### config.mk
export PLATFORM = sky130hd
export DESIGN_NAME = radial_vignette_fade
export DESIGN_NICKNAME = d
export VERILOG_FILES = /design/src/rtl/core/rvf_pkg.sv /design/src/rtl/core/rvf_front.sv /design/src/rtl/core/rvf_queue.sv /design/src/rtl/core/rvf_back.sv /design/src/rtl/core/radial_vignette_fade.sv
export SDC_FILE = /design/constraint.sdc
export NUM_CORES = 2
export LEC_CHECK = 0
export ABC_AREA = 1
export BUFFER_PORTS_ARGS = -buffer_cell sky130_fd_sc_hd__buf_2
export CAP_MARGIN = 20
export CORE_ASPECT_RATIO = 0.8
export CORE_MARGIN = 3
export CORE_UTILIZATION = 25
export DETAILED_ROUTE_END_ITERATION = 10
export PLACE_DENSITY = 0.4
export SLEW_MARGIN = 20
export SYNTH_ARGS = -nofsm -noshare
export SYNTH_HDL_FRONTEND = slang
export SYNTH_SLANG_ARGS = --single-unit
### constraint.sdc
create_clock -name clk -period 6.7 [get_ports clk]
set_clock_uncertainty 0.15 [all_clocks]
set_input_delay 0.67 -clock clk [delete_from_list [all_inputs] [get_ports clk]]
set_output_delay 0.67 -clock clk [all_outputs]
set_load 0.005 [all_outputs]
### src/rtl/core/rvf_pkg.sv
`default_nettype none

package rvf_pkg;

  // Largest frame dimension the counters cover.
  localparam int MaxDim = 4096;
  localparam int DimW   = 13;   // width of a dimension register
  localparam int CntW   = 12;   // width of the row and column counters
  localparam int DistW  = 25;   // width of a squared distance
  localparam int RadW   = 24;   // width of a squared radius
  localparam int ScaleW = 32;   // width of the reciprocal scale
  localparam int ProdW  = RadW + ScaleW;
  localparam int FactW  = 17;   // Q1.16 factor, 65536 means one
  localparam int ChanW  = 8;
  localparam int PixW   = 3 * ChanW;
  localparam int CfgIdxW  = 3;
  localparam int CfgDataW = 32;

  // Queue between the front and the back.
  localparam int QDepth = 4;
  localparam int QAddrW = $clog2(QDepth);
  localparam int QCntW  = $clog2(QDepth + 1);

  // Register indexes on the configuration port.
  localparam logic [CfgIdxW-1:0] RegFrameWidth  = 3'd0;
  localparam logic [CfgIdxW-1:0] RegFrameHeight = 3'd1;
  localparam logic [CfgIdxW-1:0] RegInnerSq     = 3'd2;
  localparam logic [CfgIdxW-1:0] RegOuterSq     = 3'd3;
  localparam logic [CfgIdxW-1:0] RegFadeScale   = 3'd4;

  // Reset values of the registers.
  localparam logic [DimW-1:0] ResetWidth  = 13'd640;
  localparam logic [DimW-1:0] ResetHeight = 13'd480;

  // Unity and zero gain in Q1.16.
  localparam logic [FactW-1:0] FactorOne  = 17'h10000;
  localparam logic [FactW-1:0] FactorZero = 17'h00000;

  // How a pixel is treated, decided by its distance from the center.
  typedef enum logic [1:0] {
    KIND_PASS  = 2'd0,
    KIND_FADE  = 2'd1,
    KIND_BLACK = 2'd2
  } kind_t;

  // Configuration as seen by the front and the back.
  typedef struct packed {
    logic [DimW-1:0]   frame_width;
    logic [DimW-1:0]   frame_height;
    logic [RadW-1:0]   inner_sq_radius;
    logic [RadW-1:0]   outer_sq_radius;
    logic [ScaleW-1:0] fade_scale;
  } cfg_t;

  // One classified pixel in the queue.
  typedef struct packed {
    logic [ChanW-1:0] red;
    logic [ChanW-1:0] green;
    logic [ChanW-1:0] blue;
    logic             frame_end;
    kind_t            kind;
    logic [RadW-1:0]  delta;
  } item_t;

  // Clamp a dimension register into one to MaxDim.
  function automatic logic [DimW-1:0] clamp_dim(input logic [DimW-1:0] v);
    logic [DimW-1:0] r;
    if (v == '0) begin
      r = DimW'(1);
    end else if (v > DimW'(MaxDim)) begin
      r = DimW'(MaxDim);
    end else begin
      r = v;
    end
    return r;
  endfunction

  // Absolute difference of two counter values.
  function automatic logic [CntW-1:0] abs_diff(input logic [CntW-1:0] a,
                                               input logic [CntW-1:0] b);
    logic [CntW-1:0] r;
    if (a > b) begin
      r = a - b;
    end else begin
      r = b - a;
    end
    return r;
  endfunction

endpackage

`default_nettype wire

### src/rtl/core/rvf_front.sv
`default_nettype none

module rvf_front (
  input  wire                          clk,
  input  wire                          rst,
  input  rvf_pkg::cfg_t                cfg,
  input  wire                          s_tvalid,
  output logic                         s_tready,
  input  wire  [rvf_pkg::PixW-1:0]     s_tdata,
  input  wire                          q_full,
  output logic                         q_push,
  output rvf_pkg::item_t               q_item
);
  import rvf_pkg::*;

  logic [DimW-1:0] width_c;
  logic [DimW-1:0] height_c;
  logic [CntW-1:0] center_x;
  logic [CntW-1:0] center_y;
  logic [CntW-1:0] column_count;
  logic [CntW-1:0] row_count;
  logic            col_end;
  logic            row_end;
  logic            accept;

  logic             s1_valid;
  logic [PixW-1:0]  s1_pix;
  logic             s1_last;
  logic [CntW-1:0]  s1_cdiff;
  logic [CntW-1:0]  s1_rdiff;

  logic             s2_valid;
  logic [PixW-1:0]  s2_pix;
  logic             s2_last;
  logic [DistW-1:0] s2_dist;

  logic s1_free;
  logic s2_free;
  logic [2*CntW-1:0] csq;
  logic [2*CntW-1:0] rsq;

  // Frame geometry from the clamped dimensions.
  assign width_c  = clamp_dim(cfg.frame_width);
  assign height_c = clamp_dim(cfg.frame_height);
  assign center_x = width_c[DimW-1:1];
  assign center_y = height_c[DimW-1:1];
  assign col_end  = ({1'b0, column_count} + DimW'(1)) >= width_c;
  assign row_end  = ({1'b0, row_count} + DimW'(1)) >= height_c;

  // Ready chain of the two front stages.
  assign q_push   = s2_valid && !q_full;
  assign s2_free  = !s2_valid || q_push;
  assign s1_free  = !s1_valid || s2_free;
  assign s_tready = s1_free;
  assign accept   = s_tvalid && s1_free;

  // Position counters advance on every accepted request.
  always_ff @(posedge clk) begin
    if (rst) begin
      column_count <= '0;
      row_count    <= '0;
    end else if (accept) begin
      if (col_end) begin
        column_count <= '0;
        row_count    <= row_end ? '0 : row_count + CntW'(1);
      end else begin
        column_count <= column_count + CntW'(1);
      end
    end
  end

  // Stage one: pixel, frame end and distances along each axis.
  always_ff @(posedge clk) begin
    if (rst) begin
      s1_valid <= 1'b0;
    end else if (s1_free) begin
      s1_valid <= s_tvalid;
    end
  end

  always_ff @(posedge clk) begin
    if (accept) begin
      s1_pix   <= s_tdata;
      s1_last  <= col_end && row_end;
      s1_cdiff <= abs_diff(center_x, column_count);
      s1_rdiff <= abs_diff(center_y, row_count);
    end
  end

  // Stage two: squared distance from the center.
  assign csq = s1_cdiff * s1_cdiff;
  assign rsq = s1_rdiff * s1_rdiff;

  always_ff @(posedge clk) begin
    if (rst) begin
      s2_valid <= 1'b0;
    end else if (s2_free) begin
      s2_valid <= s1_valid;
    end
  end

  always_ff @(posedge clk) begin
    if (s2_free && s1_valid) begin
      s2_pix  <= s1_pix;
      s2_last <= s1_last;
      s2_dist <= DistW'(csq) + DistW'(rsq);
    end
  end

  // Classify against the two radii on the way into the queue.
  always_comb begin
    q_item.red       = s2_pix[ChanW-1:0];
    q_item.green     = s2_pix[2*ChanW-1:ChanW];
    q_item.blue      = s2_pix[3*ChanW-1:2*ChanW];
    q_item.frame_end = s2_last;
    q_item.delta     = s2_dist[RadW-1:0] - cfg.inner_sq_radius;
    if (s2_dist <= {1'b0, cfg.inner_sq_radius}) begin
      q_item.kind = KIND_PASS;
    end else if (s2_dist < {1'b0, cfg.outer_sq_radius}) begin
      q_item.kind = KIND_FADE;
    end else begin
      q_item.kind = KIND_BLACK;
    end
  end

endmodule

`default_nettype wire

### src/rtl/core/rvf_queue.sv
`default_nettype none

module rvf_queue (
  input  wire                  clk,
  input  wire                  rst,
  input  wire                  push,
  input  rvf_pkg::item_t       push_item,
  output logic                 full,
  input  wire                  pop,
  output rvf_pkg::item_t       pop_item,
  output logic                 empty
);
  import rvf_pkg::*;

  item_t             slots [QDepth];
  logic [QAddrW-1:0] wr_ptr;
  logic [QAddrW-1:0] rd_ptr;
  logic [QCntW-1:0]  fill;

  assign full     = fill == QCntW'(QDepth);
  assign empty    = fill == '0;
  assign pop_item = slots[rd_ptr];

  // Pointers and fill level.
  always_ff @(posedge clk) begin
    if (rst) begin
      wr_ptr <= '0;
      rd_ptr <= '0;
      fill   <= '0;
    end else begin
      if (push) begin
        wr_ptr <= wr_ptr + QAddrW'(1);
      end
      if (pop) begin
        rd_ptr <= rd_ptr + QAddrW'(1);
      end
      if (push && !pop) begin
        fill <= fill + QCntW'(1);
      end else if (pop && !push) begin
        fill <= fill - QCntW'(1);
      end
    end
  end

  // Storage slots.
  always_ff @(posedge clk) begin
    if (push) begin
      slots[wr_ptr] <= push_item;
    end
  end

endmodule

`default_nettype wire

### src/rtl/core/rvf_back.sv
`default_nettype none

module rvf_back (
  input  wire                          clk,
  input  wire                          rst,
  input  rvf_pkg::cfg_t                cfg,
  input  wire                          q_empty,
  input  rvf_pkg::item_t               q_item,
  output logic                         q_pop,
  output logic                         m_tvalid,
  input  wire                          m_tready,
  output logic [rvf_pkg::PixW-1:0]     m_tdata,
  output logic                         m_tlast
);
  import rvf_pkg::*;

  logic              b1_valid;
  item_t             b1_item;
  logic [ProdW-1:0]  b1_prod;

  logic              b2_valid;
  logic [PixW-1:0]   b2_pix;
  logic              b2_last;
  logic [FactW-1:0]  b2_factor;

  logic              b1_free;
  logic              b2_free;
  logic              out_free;
  logic [FactW-1:0]  factor;
  logic [ChanW+FactW-1:0] red_p;
  logic [ChanW+FactW-1:0] green_p;
  logic [ChanW+FactW-1:0] blue_p;

  // Ready chain of the back stages.
  assign out_free = !m_tvalid || m_tready;
  assign b2_free  = !b2_valid || out_free;
  assign b1_free  = !b1_valid || b2_free;
  assign q_pop    = !q_empty && b1_free;

  // Stage one: scale the distance past the inner radius.
  always_ff @(posedge clk) begin
    if (rst) begin
      b1_valid <= 1'b0;
    end else if (b1_free) begin
      b1_valid <= !q_empty;
    end
  end

  always_ff @(posedge clk) begin
    if (q_pop) begin
      b1_item <= q_item;
      b1_prod <= q_item.delta * cfg.fade_scale;
    end
  end

  // Gain for the pixel: one inside, zero outside, one minus the fade between.
  always_comb begin
    case (b1_item.kind)
      KIND_PASS: begin
        factor = FactorOne;
      end
      KIND_FADE: begin
        if (b1_prod[ProdW-1:32] != '0) begin
          factor = FactorZero;
        end else begin
          factor = FactorOne - {1'b0, b1_prod[31:16]};
        end
      end
      default: begin
        factor = FactorZero;
      end
    endcase
  end

  // Stage two: hold the gain with the pixel.
  always_ff @(posedge clk) begin
    if (rst) begin
      b2_valid <= 1'b0;
    end else if (b2_free) begin
      b2_valid <= b1_valid;
    end
  end

  always_ff @(posedge clk) begin
    if (b2_free && b1_valid) begin
      b2_pix    <= {b1_item.blue, b1_item.green, b1_item.red};
      b2_last   <= b1_item.frame_end;
      b2_factor <= factor;
    end
  end

  // Apply the gain to each channel and keep the integer part.
  assign red_p   = b2_pix[ChanW-1:0] * b2_factor;
  assign green_p = b2_pix[2*ChanW-1:ChanW] * b2_factor;
  assign blue_p  = b2_pix[3*ChanW-1:2*ChanW] * b2_factor;

  // Output register.
  always_ff @(posedge clk) begin
    if (rst) begin
      m_tvalid <= 1'b0;
    end else if (out_free) begin
      m_tvalid <= b2_valid;
    end
  end

  always_ff @(posedge clk) begin
    if (out_free && b2_valid) begin
      m_tdata <= {blue_p[23:16], green_p[23:16], red_p[23:16]};
      m_tlast <= b2_last;
    end
  end

endmodule

`default_nettype wire

### src/rtl/core/radial_vignette_fade.sv
// Round vignette over a raster-order RGB pixel stream.
// Slave channel s_*: one pixel per request, red in tdata[7:0], green in
// tdata[15:8], blue in tdata[23:16]. Master channel m_*: the faded pixel in
// the same layout, with tlast high on the last pixel of a frame.
// Configuration port: cfg_we writes cfg_data into the register named by
// cfg_index (0 width, 1 height, 2 inner squared radius, 3 outer squared
// radius, 4 fade scale). Write it only while no pixel is in flight.
// Throughput is one pixel per cycle while the receiver takes every pixel.
// A pixel passes two front stages (axis distances, then the squared distance and
// the radius compare), a slot of the four-entry queue and two back stages (the
// 24 x 32 scale multiply, then the channel gain multiply) to the output register.
// Reset clears the row and column counters, empties the pipeline and loads
// the register defaults (640 by 480, radii and scale zero).
// When the receiver stalls, the output register holds its pixel; the back
// stages and the queue fill, then the front stops taking input.
`default_nettype none

module radial_vignette_fade (
  input  wire                              clk,
  input  wire                              rst,
  input  wire                              cfg_we,
  input  wire  [rvf_pkg::CfgIdxW-1:0]      cfg_index,
  input  wire  [rvf_pkg::CfgDataW-1:0]     cfg_data,
  input  wire                              s_tvalid,
  output logic                             s_tready,
  input  wire  [rvf_pkg::PixW-1:0]         s_tdata,   // red_in, green_in, blue_in
  output logic                             m_tvalid,
  input  wire                              m_tready,
  output logic [rvf_pkg::PixW-1:0]         m_tdata,   // red_out, green_out, blue_out
  output logic                             m_tlast    // frame_end
);
  import rvf_pkg::*;

  cfg_t  cfg;
  logic  q_push;
  logic  q_pop;
  logic  q_full;
  logic  q_empty;
  item_t q_in;
  item_t q_out;

  // Configuration registers.
  always_ff @(posedge clk) begin
    if (rst) begin
      cfg.frame_width     <= ResetWidth;
      cfg.frame_height    <= ResetHeight;
      cfg.inner_sq_radius <= '0;
      cfg.outer_sq_radius <= '0;
      cfg.fade_scale      <= '0;
    end else if (cfg_we) begin
      case (cfg_index)
        RegFrameWidth:  cfg.frame_width     <= cfg_data[DimW-1:0];
        RegFrameHeight: cfg.frame_height    <= cfg_data[DimW-1:0];
        RegInnerSq:     cfg.inner_sq_radius <= cfg_data[RadW-1:0];
        RegOuterSq:     cfg.outer_sq_radius <= cfg_data[RadW-1:0];
        RegFadeScale:   cfg.fade_scale      <= cfg_data[ScaleW-1:0];
        default: begin
        end
      endcase
    end
  end

  // Front: position tracking and classification.
  rvf_front u_front (
    .clk      (clk),
    .rst      (rst),
    .cfg      (cfg),
    .s_tvalid (s_tvalid),
    .s_tready (s_tready),
    .s_tdata  (s_tdata),
    .q_full   (q_full),
    .q_push   (q_push),
    .q_item   (q_in)
  );

  // Queue between front and back.
  rvf_queue u_queue (
    .clk       (clk),
    .rst       (rst),
    .push      (q_push),
    .push_item (q_in),
    .full      (q_full),
    .pop       (q_pop),
    .pop_item  (q_out),
    .empty     (q_empty)
  );

  // Back: fade arithmetic and output register.
  rvf_back u_back (
    .clk      (clk),
    .rst      (rst),
    .cfg      (cfg),
    .q_empty  (q_empty),
    .q_item   (q_out),
    .q_pop    (q_pop),
    .m_tvalid (m_tvalid),
    .m_tready (m_tready),
    .m_tdata  (m_tdata),
    .m_tlast  (m_tlast)
  );

endmodule

`default_nettype wire

==> results.md <==
* Status: complete, but fails checks
* Failing checks: setup timing
* Fin. max-slew vios at 0
* Initial antenna violation count at 12
* Syn nets at 9,713
* Grt ovf at 0
* Seq/Total Area, Yosys at 0.230
* Max_slew headroom at 0.315
* H-tree lvl count at 3
* Unique masters post-synth at 56
* Period utilization at 1.06
* Via count at 53,400
* Startpoint types: flop
* Routed Antenna Nets at 0
* CP top delay family: adder cells
* Hold WC Path Type: input pin to flop
* Die width at 596 µm
* Chip Height at 478 µm
* Clock Pin Slew Worst Setup and Hold Paths at 0.07 ns
* Max_cap viols at 0
* Area of the multi-input gates at 0.0469 mm²
* Inst Count DP at 11,900
* Critical Path Fanout Max at 9
* Nets@finish at 10,200
* Syn-to-layout area delta at 19.1%
* Layout fillers at 29,300
* Fin. Hold Viols at 0
* Post-route setup slack at -0.409 ns
* Slew @ Worst Pin at 1.03 ns
* Wl on met1 at 118,000 µm
* Max Used Layer: met5
* Sink Count at 581
* Critical path type: flop to flop
* Slowest stage cell, crit path: fa_2
* Met2 routed WL at 97,000 µm
* FFs w/ async S/R, synth at 0
* GRT Overall Usage at 0.165
* Highest achievable clock rate at 141 MHz
* Yosys warns at 0
* Count of buffers from port buffering at 90
* Register bit count reported by yosys at 581
* Share of cells above drive strength 1 at 0.138
* Core Box Area at 0.276 mm²
* Final min period at 7.11 ns
* Initial drt markers at 3,653
* Die Footprint at 0.285 mm²
* Critical Path End Type: flop
* WP data required at 6.97 ns
* Hold WS at 0.0572 ns
* EDFF count, synth at 437
* Mapped Avg Cell Area at 8.71 µm²
* Max stage delay on crit path at 0.56 ns
* Via density at 4.40
* CP most frequent cell: inv_1
* WP data arrival at 7.38 ns
* Worst Path Buf+Inv at 11
* WL final at 234,000 µm
* GP Congestion at 0.888
* Final setup violating endpoints at 38
* Final HPWL DP at 190,000 µm
* Vias in the first global route at 56,000
* Worst skew pair latency at 0.70 ns
* Metal3 WL at 14,900 µm
* RSZ-0062 raised after global routing: yes
* Largest net degree at the start of global routing at 70
* Mapped Area at 0.0696 mm²
* IO Pins at 91
* Layout Cells excl Fill at 12,100
* Worst slack, placed at -0.987 ns
* Root Driver: clkbuf_16
* Global-route wire length before repair at 358,000 µm
* Clock Tree Buf Depth at 3
* Cells after Synth at 7,989
* Initial core utilization at 0.252
* Drt first pass iters at 5
* Dominant synthesized flop cell: edfxtp_1
* Fin util at 0.301
* CTS Buf Count at 70
* Wirelength per Cell at 19.3 µm
* Rows at 172
* CTS tree: yes
* Register area at 0.0160 mm²
* Remaining DRCs at 0
==> state kept, by name (all words and copies together), names as in the netlist, 17 cells and up, named ones only <==
name,cells
u_front.s2_pix,24
u_queue.slots,204
u_front.s1_pix,24
cfg,106
u_front.s2_dist,25
u_back.b1_prod,40
u_back.b2_factor,17
u_back.b2_pix,24
u_back.m_tdata,24
u_back.b1_item,27
==> placed cells by master, fill, tap and decap left out, types with 67 or more instances in the layout <==
cell / instances
inv_1: 1801
nand2_1: 1497
fa_1: 1066
nor2_1: 680
ha_1: 507
buf_4: 470
edfxtp_1: 437
a21oi_1: 328
o21ai_0: 257
nand3_1: 144
dfxtp_1: 142
xor2_1: 104
buf_2: 90
clkbuf_16: 75
nand2_2: 68
buf_12: 67
==> cells in the mapped netlist (10+ instances only) <==
cell      number  area share
inv_1       1838       0.099
nand2_1     1564       0.084
fa_1        1127        0.32
nor2_1       750       0.040
ha_1         533       0.096
edfxtp_1     437        0.19
a21oi_1      369       0.027
o21ai_0      286       0.021
clkbuf_1     263       0.014
nand3_1      154       0.011
dfxtp_1      144       0.041
xor2_1       110       0.014
nand4_1       45      0.0040
xnor2_1       43      0.0054
nor3_1        37      0.0027
buf_2         28      0.0020
o22ai_1       27      0.0024
nor4_1        21      0.0019
a21o_1        20      0.0022
o211ai_1      20      0.0022
o21bai_1      20      0.0022
o21ai_1       14      0.0010
a31oi_1       13      0.0012
inv_2         10     0.00054
==> per-layer routing <==
| layer | up-vias | GRT usage |
|---|---|---|
| li1 | 25100 | - |
| met1 | 26700 | 0.251 |
| met2 | 1394 | 0.243 |
| met3 | 194 | 0.0293 |
| met4 | 2 | 0.0323 |
| met5 | - | 0 |
==> final timing paths <==
check,start,end,slack (ns),cells after the start
setup / recovery,flop,u_back.b1_prod[40],-0.41,29
hold / removal,s_tdata[21],u_front.s1_pix[21],0.06,1
setup reg to reg,flop,u_back.b1_prod[40],-0.41,29
hold reg to reg,u_back.b1_item[38],u_back.b2_pix[11],0.26,0
==> logic make-up after synthesis <==
family,after synthesis,synth area share
adder cells (fa/ha/maj),1660,0.420
AO/OA/AOI/OAI,822,0.0644
XOR/XNOR,153,0.0192
buffers and inverters,2165,0.118
AND/OR/NAND/NOR,2604,0.148
flip-flops,581,0.230
multiplexers,4,0.000719
==> per-stage QoR <==
step / cell area, µm² / TNS (ns)
after floorplan: 69600 / 0
after global placement: 77900 / -21.01
after detailed placement: 77900 / -20.58
after CTS: 81700 / -10.63
after global routing: 82900 / -19.42
final: 82900 / -8.86
==> final cells by class <==
| class | instances | area share |
|---|---|---|
| Antenna cell | 4 | 0.000121 |
| Clock buffer | 90 | 0.0233 |
| Clock inverter | 37 | 0.00463 |
| Inverter | 1855 | 0.0846 |
| Multi-Input combinational cell | 5243 | 0.565 |
| Sequential cell | 581 | 0.193 |
| Tap cell | 3654 | 0.0551 |
| Timing Repair Buffer | 681 | 0.0740 |
==> timing repair <==
action / CTS / global route
cloned: 10 / 4
setup buffers: 21 / 30
setup endpoints to repair: 41 / 47
endpoints found under the hold margin: 17 / 0
pin swaps: 46 / 104
gates resized for setup: 232 / 248
hold buffers: 17 / 0
Power is left out: the tool's default activity adds up to more than one toggle a clock period on the data nets, which glitch-free logic cannot reach.
